===== config.mk =====
export PLATFORM = sky130hd
export DESIGN_NAME = psrs_front_flat
export DESIGN_NICKNAME = d
export VERILOG_FILES = /design/src/rtl/psrs_pkg.sv /design/src/rtl/psrs_if.sv /design/src/rtl/psrs_front.sv /design/src/flat_wrapper.sv
export SDC_FILE = /design/constraint.sdc
export NUM_CORES = 1
export LEC_CHECK = 0
export BUFFER_PORTS_ARGS = -buffer_cell sky130_fd_sc_hd__clkbuf_2
export CORE_UTILIZATION = 45
export CTS_BUF_LIST = sky130_fd_sc_hd__clkbuf_8
export DETAILED_ROUTE_END_ITERATION = 16
export GPL_TIMING_DRIVEN = 0
export PLACE_DENSITY = 0.69
export RECOVER_POWER = 50
export SLEW_MARGIN = 0
export SYNTH_ARGS = -nofsm -noshare
export SYNTH_HDL_FRONTEND = slang
export SYNTH_SLANG_ARGS = --single-unit

===== constraint.sdc =====
create_clock -name clk -period 5.72 [get_ports clk]
set_input_delay 0 -clock clk [delete_from_list [all_inputs] [get_ports clk]]
set_output_delay 0 -clock clk [all_outputs]
set_load 0.1 [all_outputs]

===== src/rtl/psrs_pkg.sv =====
`default_nettype none
package psrs_pkg;
  localparam int unsigned DefaultMaxComponents = 128;
  localparam int unsigned CompW = 7;
  localparam int unsigned ThreshW = 16;
  localparam logic [ThreshW-1:0] ThreshReset = 16'd7;

  typedef enum logic [1:0] {
    ACT_VAR = 2'd0,
    ACT_WEIGHT = 2'd1,
    ACT_ELEM = 2'd2,
    ACT_SCORE = 2'd3
  } action_t;

  typedef struct packed {
    logic [1:0] action;
    logic [CompW-1:0] component;
    logic signed [31:0] value;
    logic signed [31:0] average;
    logic first_element;
    logic last_element;
  } in_item_t;

  typedef struct packed {
    logic kind;
    logic signed [31:0] result;
    logic saturated;
  } out_item_t;

  localparam logic signed [63:0] S64Max = 64'sh7fffffffffffffff;
  localparam logic signed [63:0] S64Min = 64'sh8000000000000000;

  function automatic logic signed [63:0] sat_add64(input logic signed [63:0] a,
                                                   input logic signed [63:0] b);
    logic signed [63:0] s;
    s = a + b;
    if (!a[63] && !b[63] && s[63]) return S64Max;
    if (a[63] && b[63] && !s[63]) return S64Min;
    return s;
  endfunction
endpackage
`default_nettype wire


===== src/rtl/psrs_if.sv =====
`default_nettype none
interface psrs_in_if;
  logic valid;
  logic ready;
  psrs_pkg::in_item_t data;
  modport source(output valid, output data, input ready);
  modport sink(input valid, input data, output ready);
endinterface

`default_nettype wire


===== src/rtl/psrs_front.sv =====
`default_nettype none
module psrs_front #(
  parameter int unsigned Depth = 2
) (
  input wire logic clk,
  input wire logic rst,
  psrs_in_if.sink in_ch,
  output logic q_valid,
  output psrs_pkg::in_item_t q_data,
  input wire logic q_pop
);
  import psrs_pkg::*;
  localparam int unsigned AW = (Depth > 1) ? $clog2(Depth) : 1;
  in_item_t mem [Depth];
  logic [AW-1:0] wp, rp;
  logic [AW:0] cnt;
  logic push;

  assign in_ch.ready = cnt != (AW+1)'(Depth);
  assign push = in_ch.valid && in_ch.ready;
  assign q_valid = cnt != '0;
  assign q_data = mem[rp];

  always_ff @(posedge clk) begin
    if (push) mem[wp] <= in_ch.data;
    if (rst) begin
      wp <= '0;
      rp <= '0;
      cnt <= '0;
    end else begin
      if (push) wp <= (wp == AW'(Depth-1)) ? '0 : wp + AW'(1);
      if (q_pop) rp <= (rp == AW'(Depth-1)) ? '0 : rp + AW'(1);
      cnt <= cnt + (AW+1)'(push) - (AW+1)'(q_pop);
    end
  end
endmodule
`default_nettype wire


===== src/flat_wrapper.sv =====
// flat-port wrapper written by rule: the top's interface ports become plain ports
module psrs_front_flat import psrs_pkg::*;
#(
  parameter int unsigned Depth = 2
)
  (clk, rst, q_valid, q_data, q_pop, in_ch_valid, in_ch_data, in_ch_ready);
  psrs_in_if in_ch_i ();
  input wire logic clk;
  input wire logic rst;
  output logic q_valid;
  output psrs_pkg::in_item_t q_data;
  input wire logic q_pop;
  input wire logic [$bits(in_ch_i.valid)-1:0] in_ch_valid;
  input wire logic [$bits(in_ch_i.data)-1:0] in_ch_data;
  output wire logic [$bits(in_ch_i.ready)-1:0] in_ch_ready;
  assign in_ch_i.valid = in_ch_valid;
  assign in_ch_i.data = in_ch_data;
  assign in_ch_ready = in_ch_i.ready;
  psrs_front #(.Depth(Depth)) u_core (.clk(clk), .rst(rst), .in_ch(in_ch_i), .q_valid(q_valid), .q_data(q_data), .q_pop(q_pop));
endmodule

# Word-level counts from Yosys, hierarchy flattened
# Memory sizes are Yosys's and may differ from the RTL's. A register that Yosys moved wholly into a read port is not among the register bits.
# Cells that the tools add are included.
[op_classes] addsub=4 reduce_logical=2 n_mux=6 n_eq_ne=1
[op_table] operator="1-bit two-way mux" count=6
[op_table] operator="1-bit adder, second input constant" count=2
[op_table] operator="2-bit by 1-bit adder with 2-bit output" count=1
[op_table] operator="2-bit != test, second input constant" count=1
[op_table] operator="2-bit nonzero test" count=1
[op_table] operator="2-bit by 1-bit subtractor with 2-bit output" count=1
[op_table] operator="1-bit logical AND" count=1
[word_totals] regBits=4 output_inout_bits=77 ram_bits=150 in_bits=79 elab_cells=17 n_memories=1
[mem_list] memory="u_core.mem" words=2 width=75 rd=1 rd_clocked_by_memory_dff=1 wr=1 line_no="psrs_front.sv:14" source="in_item_t mem [Depth];"

# Logic depth before layout (Yosys ltp)
# Gate-level depths: netlist (run 1).
[depth] ltp_word=4 depth_mapped=5 mapped_depth_nobuf=5

# Worst setup path after synthesis (run 1)
# OpenSTA, ideal clock, no wires.
[synth_timing] path_kind="register -> register" start="register u_core.cnt[0]" end="memory u_core.mem[1][0] in the netlist's numbering (enable)" setup_ns=0.442 required_time_ns=5.278 setup_slack_ns=2.143 t_arrival_ns=3.135 n_path_buf=0 path_stages_with_launch=3 cell_sequence="dfxtp_1 nand2b_1 and3_1"
[synth_via] elab_chain_len=4
[synth_rtl] element="from (decl)" line_no="psrs_front.sv:16" source="logic [AW:0] cnt;"
[synth_rtl] element="from (signal assigned)" line_no="psrs_front.sv:33" source="cnt <= cnt + (AW+1)'(push) - (AW+1)'(q_pop);"
[synth_rtl] element="2-bit != test" line_no="psrs_front.sv:19" source="assign in_ch.ready = cnt != (AW+1)'(Depth);"
[synth_rtl] element="net in_ch_ready" line_no="flat_wrapper.sv:15" source="output wire logic [$bits(in_ch_i.ready)-1:0] in_ch_ready;"
[synth_rtl] element="1-bit logical AND" line_no="psrs_front.sv:20" source="assign push = in_ch.valid && in_ch.ready;"
[synth_rtl] element="1-bit two-way mux" line_no="psrs_front.sv:25" source="if (push) mem[wp] <= in_ch.data;"
[synth_rtl] element="1-bit two-way mux (implied by the code)" line_no="psrs_front.sv:25"
[synth_rtl] element="to (decl)" line_no="psrs_front.sv:14"
# The timed path passes the listed nets, and every way through them passes these cells.

# Final worst setup path (run 1)
[layout_timing] start="register u_core.cnt[0]" end="memory u_core.mem[0][25] in the netlist's numbering (enable)"
[layout_via] elab_chain_len=4
[layout_rtl] element="2-bit != test" line_no="psrs_front.sv:19"
[layout_rtl] element="1-bit logical AND" line_no="psrs_front.sv:20"
[layout_rtl] element="1-bit two-way mux" line_no="psrs_front.sv:25"
[layout_rtl] element="1-bit two-way mux (implied by the code)" line_no="psrs_front.sv:25"
# Every way passes these cells.

==> results of run 1 <==
==> layer usage <==
layer	wire, µm	up-vias
li1	-	1529
met1	4230	1577
met2	5460	107
met3	721	12
met4	116	0
met5	0	-
==> synth_stat cells, drive strengths merged <==
| cell | n | area share |
|---|---|---|
| a21o | 1 | 0.0013 |
| edfxtp | 150 | 0.80 |
| a21oi | 2 | 0.0018 |
| and2b | 1 | 0.0013 |
| nor2 | 3 | 0.0020 |
| inv | 2 | 0.0013 |
| and3 | 1 | 0.0011 |
| a21bo | 1 | 0.0018 |
| nor2b | 1 | 0.0011 |
| mux2 | 76 | 0.15 |
| buf | 8 | 0.013 |
| mux2i | 1 | 0.0018 |
| dfxtp | 5 | 0.018 |
| xnor2 | 1 | 0.0015 |
| nand3 | 1 | 0.00088 |
| nand2 | 1 | 0.00066 |
| ha | 1 | 0.0022 |
| or2 | 1 | 0.0011 |
| nand3b | 1 | 0.0013 |
| nand2b | 1 | 0.0011 |
==> sequential cells by signal, summed over array words and instances (netlist names), named ones only <==
name	cells
u_core.cnt	2
u_core.mem	150
u_core.rp	1
u_core.wp	1
==> metrics by stage <==
stage | hold WS [ns] | worst slack [ns]
6_report | 0.284 | 2.70
5_1_grt | 0.249 | 2.45
4_1_cts | 0.248 | 3.74
3_5_place_dp | 0.193 | 3.90
3_3_place_gp | 0.190 | 1.95
2_1_floorplan | 0.0691 | 2.14
==> timing repair <==
item | in CTS | in global routing
hold buffers | 79 | 0
endpoints found under the hold margin | 155 | 0
resized for setup | 0 | 0
==> cells by family (layout without fill, tap and decap cells) <==
group / Yosys count / in the layout / share of synthesized area
flip-flops: 155 / 155 / 0.813
multiplexers: 77 / 77 / 0.153
AND/OR/NAND/NOR: 11 / 11 / 0.0106
buffers and inverters: 10 / 278 / 0.0144
AO/OA/AOI/OAI: 4 / 4 / 0.00486
adder cells (fa/ha/maj): 1 / 1 / 0.00221
XOR/XNOR: 1 / 1 / 0.00155
==> layout by cell type (no fill, tap or decap), drive strengths merged, types with 2 or more instances in the layout <==
cell,instances
bufinv,5
a21oi,2
dlygate4sd3,79
dfxtp,5
edfxtp,150
clkbuf,172
clkinvlp,3
buf,10
clkinv,4
nor2,3
inv,5
mux2,76
==> power groups by stage <==
stage	Clock, µW	Combinational, µW	Sequential, µW
2_1_floorplan	0	688	1390
3_3_place_gp	0	808	1400
3_5_place_dp	0	821	1390
4_1_cts	911	867	1370
5_1_grt	962	887	1380
6_report	894	857	1370
==> area by class of cell <==
cell class | instances | area [µm²]
multi-input cells | 94 | 975
clock buffers | 17 | 234
clock inverters | 15 | 206
plain buffers | 8 | 73.8
repair buffers | 236 | 1550
inverters | 2 | 8.76
well taps | 168 | 210
fillers | 910 | 4250
flip-flops and latches | 155 | 4600
==> path summary, 6_finish.rpt <==
kind         slack [ns]  cells after the start                           to
max                2.70                      4  u_core.mem[0][25]$_DFFE_PP_
min                0.28                      2  u_core.mem[0][40]$_DFFE_PP_
max reg2reg        2.70                      4  u_core.mem[0][25]$_DFFE_PP_
min reg2reg        0.52                      2       u_core.rp$_SDFFE_PP0P_
==> critical path, delay by kind of cell (launching register included) <==
kind                   cells  cell delay (ns)
DFF                        1             0.33
buffers and inverters      2             1.99
and+or+nand+nor            2             0.39
==> flow_metrics.tcl, run 1 <==
set metrics [dict create \
    status "complete, but fails checks" \
    violations "max-capacitance violations, max-slew violations" \
    die_h_um 114 \
    grt.met1_usage 0.191 \
    finalSetupViolCount 0 \
    design_area_um2 7860 \
    pin_count 156 \
    synthCells 259 \
    core.rowCount 40 \
    clk_latency_ns 0.44 \
    slew_viol_final 71 \
    vias_per_cell 4.64 \
    clk_pin_slew_ns 0.08 \
    drive_above_1_share 0.419 \
    gp_congestion 0.671 \
    grt_max_degree 42 \
    synth-seq-cells 155 \
    ys_seq_area_frac 0.813 \
    power_density_nw_per_um2 397 \
    hpwl_um 6360 \
    numCtsBuffers 17 \
    coreArea_um2 12100 \
    yosysWarnings 0 \
    instances_no_fill 695 \
    drt_iter0_drc 192 \
    seq_power_share 0.439 \
    ys_types 23 \
    max_slew_margin -0.146 \
    holdCritPathClass "primary input to flip-flop" \
    ir_worst_vdd_mv 0.280 \
    fmax_mhz 331 \
    die_w_um 114 \
    worst-path-max-fanout 40 \
    post_cts_buffers 0 \
    worstPathCellList "nand2b_1 -> nand3b_1 -> clkinvlp_2 -> buf_12" \
    dp_cells 584 \
    nets 594 \
    p_sw_frac 0.345 \
    startpoint "u_core.cnt[0]$_SDFF_PP0_" \
    leakage_uw 0.00290 \
    rsz0062_at_grt "no" \
    vias 3225 \
    arrival_ns 3.18 \
    finClkSkew_ns 0.0129 \
    grt_pass1_vias 3417 \
    total_power_uw 3120 \
    antenna_found_initial 0 \
    critPathLaunchType "flip-flop" \
    min_period_ns 3.02 \
    cts_tree "yes" \
    final_util 0.649 \
    critPathCaptureType "flip-flop" \
    start_util 0.467 \
    internal_power_uw 2040 \
    tightest_slew_ns 1.72 \
    port_buffers 155 \
    clockPowerShare 0.287 \
    hold_viol 0 \
    r2r_start "u_core.cnt[0]$_SDFF_PP0_" \
    cts.sinks 155 \
    grt_pass1_wl_um 16400 \
    htreeDepth 4 \
    synth_nets 339 \
    setup.worst_path.class "flip-flop to flip-flop" \
    track_usage 0.171 \
    worstPathRequired_ns 5.88 \
    use_met2 0.291 \
    synth.avg_cell_area_um2 21.9 \
    wirelength_um 10500 \
    grt-ovfl-total 0 \
    first_pass_iters 4 \
    die-area_um2 13000 \
    finalSetupTns_ns 0 \
    met3_usage 0.0704 \
    syn-cell-area_um2 5660 \
    switchingPower_uw 1080 \
    antenna_cells 0 \
    clockBufferDepth 2 \
    drc 0 \
    wl_per_cell_um 15.2 \
    drtAntennaViolNets 0 \
    cts_root_buffer "clkbuf_8" \
    slowest_stage "clkinvlp_2" \
    top_usage_layer "met2" \
    cpPeakStageDelay_ns 1.31 \
    power_frac_comb 0.275 \
    period_share 0.529 \
    dpl-instance-area_um2 6690 \
    area_growth_pct 38.8 \
    worstHoldStart "in_ch_data[40]" \
    drv_cap 2 \
]
Power figures use the tool's default switching activity.
==> run 2: changes to the inputs <==
clock period = 3.1 ns   (was 5.72 ns; I/O delays follow)
==> run 2 against run 1 <==
The run now ends clean. Sequential share of layout area up 0.16 points. Wire length up 6.5%. Fmax up 29%. Final cell count up 0.14%. Register-to-register slack worse by 1.9 ns. Utilization down 0.18 points. Final area down 0.27%.
==> flow_metrics.tcl, run 2 (same netlist as run 1, synthesis figures left out) <==
set metrics [dict create \
    finalSetupTns_ns 0 \
    finalSetupViolCount 0 \
    register_area_um2 4600 \
    slowest_stage "and3_1" \
    die-area_um2 13000 \
    track_usage 0.181 \
    htreeDepth 4 \
    wirelength_um 11200 \
    drc 0 \
    clockBufferDepth 2 \
    port_buffers 155 \
    numCtsBuffers 17 \
    hpwl_um 6620 \
    finClkSkew_ns 0.00623 \
    total_power_uw 5610 \
    grt-ovfl-total 0 \
    start_util 0.467 \
    regMostFlops "u_core.mem" \
    core.rowCount 40 \
    first_pass_iters 4 \
    drtAntennaViolNets 0 \
    tightest_slew_ns 1.29 \
    coreArea_um2 12100 \
    min_period_ns 2.35 \
    worstPathRequired_ns 3.23 \
    antenna_found_initial 0 \
    ir_worst_vdd_mv 0.433 \
    critPathLaunchType "flip-flop" \
    multiInputGateArea_um2 975 \
    fill_cells 935 \
    status "finished clean" \
    slew_viol_final 0 \
    area_growth_pct 38.4 \
    worst-path-max-fanout 52 \
    nets 595 \
    largest_registers "u_core.mem x150, u_core.cnt x2" \
    fmax_mhz 426 \
    clk_pin_slew_ns 0.08 \
    drt_iter0_drc 161 \
    mostFrequentLayoutCell "edfxtp_1" \
    cts_root_buffer "clkbuf_8" \
    power_density_nw_per_um2 716 \
    setup.worst_path.class "flip-flop to flip-flop" \
    vias 3286 \
    cp.buffers_inverters 1 \
    gp_congestion 0.692 \
    pre_cts_ws_ns 0.848 \
    pin_count 156 \
    max_slew_margin 0.141 \
    holdCritPathClass "primary input to flip-flop" \
    arrival_ns 2.48 \
    die_w_um 114 \
    cts.sinks 155 \
    instances_no_fill 696 \
    leakage_uw 0.00290 \
    clk_latency_ns 0.45 \
    cpPeakStageDelay_ns 1.05 \
    grt_pass1_vias 3563 \
    wl_per_cell_um 16.1 \
    rsz0062_at_grt "no" \
    worstPathCellList "nand2b_1 -> and3_1 -> buf_16" \
    setup_slack_ns 0.751 \
    crit_family "simple AND/OR/NAND/NOR gates" \
    cts_resized 0 \
    dp_cells 584 \
    grt_max_degree 53 \
    grt_pass1_wl_um 17300 \
    most-common-layout-cells "edfxtp_1 (150), clkbuf_2 (111), dlygate4sd3_1 (80), mux2_2 (75), clkbuf_1 (44)" \
    cts_tree "yes" \
    drive_above_1_share 0.428 \
    antenna_cells 0 \
    hold_viol 0 \
    vias_per_cell 4.72 \
    period_share 0.758 \
    critPathCaptureType "flip-flop" \
    die_h_um 114 \
    drv_cap 0 \
    largest_register_ffs 150 \
]
## run 2: cell types whose count changed in the layout (fill, tap and decap cells not counted)
cell,previous run,this run
buf_12,2,1
buf_16,0,1
bufinv_16,5,3
clkbuf_1,49,44
clkbuf_2,106,111
clkinv_2,1,2
clkinvlp_2,1,0
clkinvlp_4,2,4
dlygate4sd3_1,79,80
## run 2: what timing repair did
action / 4_1_cts / 5_1_grt
endpoints found under the setup margin: 0 / 0
hold buffers: 80 / 0
buffers inserted: 0 / 0
hold endpoints to repair: 155 / 0
## run 2: layout make-up
| cell class | instances | area share |
|---|---|---|
| multi-input combinational | 94 | 0.124 |
| clock inverter | 15 | 0.0203 |
| timing repair buffer | 237 | 0.200 |
| sequential | 155 | 0.588 |
| tap | 168 | 0.0268 |
| buffer | 8 | 0.00942 |
| inverter | 2 | 0.00144 |
| clock buffer | 17 | 0.0299 |
## run 2: per-layer routing
metal  up-vias  track usage  part of all wire
li1       1535            -                 -
met1      1613        0.193              0.39
met2       121        0.321              0.54
met3        17       0.0582             0.059
met4         0       0.0961             0.018
met5         -            0                 0
## run 2: path summary, 6_finish.rpt
path                            depth (start not counted)                           to  slack [ns]                startpoint
worst max-delay path                                    3  u_core.mem[1][70]$_DFFE_PP_        0.75  u_core.cnt[0]$_SDFF_PP0_
worst min-delay path                                    2  u_core.mem[1][71]$_DFFE_PP_        0.28            in_ch_data[71]
worst max register to register                          3  u_core.mem[1][70]$_DFFE_PP_        0.75  u_core.cnt[0]$_SDFF_PP0_
worst min register to register                          2                    flip-flop        0.55    u_core.rp$_SDFFE_PP0P_
## run 2: through the flow
| stage | utilization | hold WS [ns] | instance area (µm²) |
|---|---|---|---|
| after floorplan | - | 0.0691 | 5670 |
| after detailed placement | 0.553 | 0.193 | 6700 |
| after global routing | 0.647 | 0.250 | 7840 |
| final | 0.647 | 0.276 | 7840 |
| after CTS | 0.652 | 0.235 | 7900 |
| after global placement | 0.549 | 0.190 | 6650 |
## run 2: where the power goes
group	leakage, µW	switching, µW	internal (µW)
combinational	0.00126	1250	340
sequential	0.00144	38.2	2490
clock	0.000201	715	780
total	0.00290	2010	3610
==> run 3: changes to the inputs <==
PLACE_DENSITY = 0.72   (was 0.69)
clock period = 2.1 ns   (was 3.1 ns; I/O delays follow)
==> run 3 against run 2 <==
Register-to-register slack worse by 0.53 ns. Worst setup slack got worse by 0.57 ns. Sequential power increased by 48%. Die area stayed put. Sequential share of layout area decreased by 0.47 points. Utilization up 0.54 points. Flip-flop and latch count unchanged. Final area increased by 0.83%. Critical path type is now flip-flop to output pin. Critical endpoint is now q_data[25].
==> flow_metrics.tcl, run 3 (same netlist as run 1, synthesis figures left out) <==
set metrics [dict create \
    drc 0 \
    vias 3279 \
    wirelength_um 10700 \
    rsz0062_at_grt "no" \
    grt_pass1_wl_um 16400 \
    antenna_found_initial 1 \
    arrival_ns 1.92 \
    pre_cts_ws_ns 0.202 \
    ir_worst_vdd_mv 0.872 \
    period_share 0.916 \
    finalSetupTns_ns 0 \
    die_w_um 114 \
    largest_registers "u_core.mem x150, u_core.cnt x2" \
    die-area_um2 13000 \
    r2r_cells 5 \
    grt_pass1_vias 3423 \
    rrSetupSlack_ns 0.22 \
    setup.worst_path.class "flip-flop to output pin" \
    hpwl_um 6460 \
    hold_viol 0 \
    min_period_ns 1.92 \
    crit_end "q_data[25]" \
    finalSetupViolCount 0 \
    slew_viol_final 0 \
    drive_above_1_share 0.447 \
    htreeDepth 4 \
    holdCritPathClass "primary input to flip-flop" \
    track_usage 0.175 \
    start_util 0.467 \
    vias_per_cell 4.70 \
    grt-ovfl-total 0 \
    mostFrequentLayoutCell "edfxtp_1" \
    tightest_slew_ns 0.590 \
    cts_root_buffer "clkbuf_8" \
    cp_num_cells 4 \
    worstPathRequired_ns 2.10 \
    numCtsBuffers 17 \
    power_density_nw_per_um2 1070 \
    cpPeakStageDelay_ns 0.37 \
    wl_per_cell_um 15.3 \
    most-common-layout-cells "edfxtp_1 (150), clkbuf_2 (113), dlygate4sd3_1 (79), mux2_2 (75), clkbuf_1 (42)" \
    drt_iter0_drc 140 \
    coreArea_um2 12100 \
    leakage_uw 0.00291 \
    largest_register_ffs 150 \
    multiInputGateArea_um2 983 \
    first_pass_iters 4 \
    clk_pin_slew_ns 0.08 \
    critPathLaunchType "flip-flop" \
    worst-path-max-fanout 10 \
    crit_family "buffers and inverters" \
    clk_latency_ns 0.44 \
    status "finished clean" \
    cts.sinks 155 \
    worstHoldStart "in_ch_data[6]" \
    die_h_um 114 \
    cts_tree "yes" \
    register_area_um2 4610 \
    core.rowCount 40 \
    drv_cap 0 \
    grt_max_degree 55 \
    critPathCaptureType "output pin" \
    fmax_mhz 520 \
    slowest_stage "clkbuf_2" \
    total_power_uw 8460 \
    r2r-end "u_core.mem[0][31]$_DFFE_PP_" \
    drtAntennaViolNets 0 \
    port_buffers 155 \
    post_cts_buffers 0 \
    finClkSkew_ns 0.00566 \
    area_growth_pct 39.6 \
    worstPathCellList "buf_4 -> buf_6 -> mux2_2 -> clkbuf_2" \
    gp_congestion 0.677 \
    setup_slack_ns 0.176 \
    max_slew_margin 0.607 \
    fill_cells 896 \
    regMostFlops "u_core.mem" \
    r2r_start "u_core.cnt[0]$_SDFF_PP0_" \
    clockBufferDepth 2 \
    pin_count 156 \
    nets 595 \
    cp.buffers_inverters 3 \
]
## run 3: metal layers
metal | track usage | routed length [µm] | vias to the layer above
met1 | 0.174 | 4100 | 1610
met2 | 0.320 | 5710 | 114
met3 | 0.0619 | 644 | 19
met4 | 0.0900 | 240 | 0
li1 | - | - | 1536
met5 | 0 | 0 | -
## run 3: cell type report
type	count	area share
clock buffers	17	0.0296
well taps	168	0.0266
flip-flops and latches	155	0.583
repair buffers	237	0.200
diodes	1	0.000317
clock inverters	15	0.0252
plain buffers	8	0.00934
multi-input cells	94	0.124
inverters	2	0.00143
## run 3: worst min-delay path by stage
stage / endpoint / slack [ns] / cells past startpoint
3_3_place_gp: u_core.mem[0][12]$_DFFE_PP_ / 0.19 / 1
5_1_grt: u_core.mem[0][11]$_DFFE_PP_ / 0.25 / 2
2_1_floorplan: u_core.cnt[0]$_SDFF_PP0_ / 0.06 / 1
6_report: u_core.mem[1][6]$_DFFE_PP_ / 0.29 / 2
4_1_cts: u_core.mem[0][11]$_DFFE_PP_ / 0.24 / 2
3_5_place_dp: u_core.mem[1][6]$_DFFE_PP_ / 0.19 / 1
## run 3: stage by stage
| stage | std cells | utilization | hold WS, ns | instance area, µm² |
|---|---|---|---|---|
| final | 697 | 0.652 | 0.289 | 7900 |
| after CTS | 696 | 0.657 | 0.242 | 7960 |
| after detailed placement | 585 | 0.556 | 0.193 | 6730 |
| after floorplan | 259 | - | 0.0617 | 5680 |
| after global routing | 697 | 0.652 | 0.248 | 7900 |
| after global placement | 582 | 0.550 | 0.189 | 6660 |
## run 3: timing repair
item / in CTS / in global routing
resized for setup: 0 / 0
endpoints found under the hold margin: 155 / 0
hold buffers: 79 / 0
## run 3: power by group
part / leakage (µW) / switching (µW) / internal [µW]
combinational: 0.00127 / 1840 / 515
sequential: 0.00144 / 57.1 / 3670
clock: 0.000206 / 1090 / 1290
total: 0.00291 / 2990 / 5470
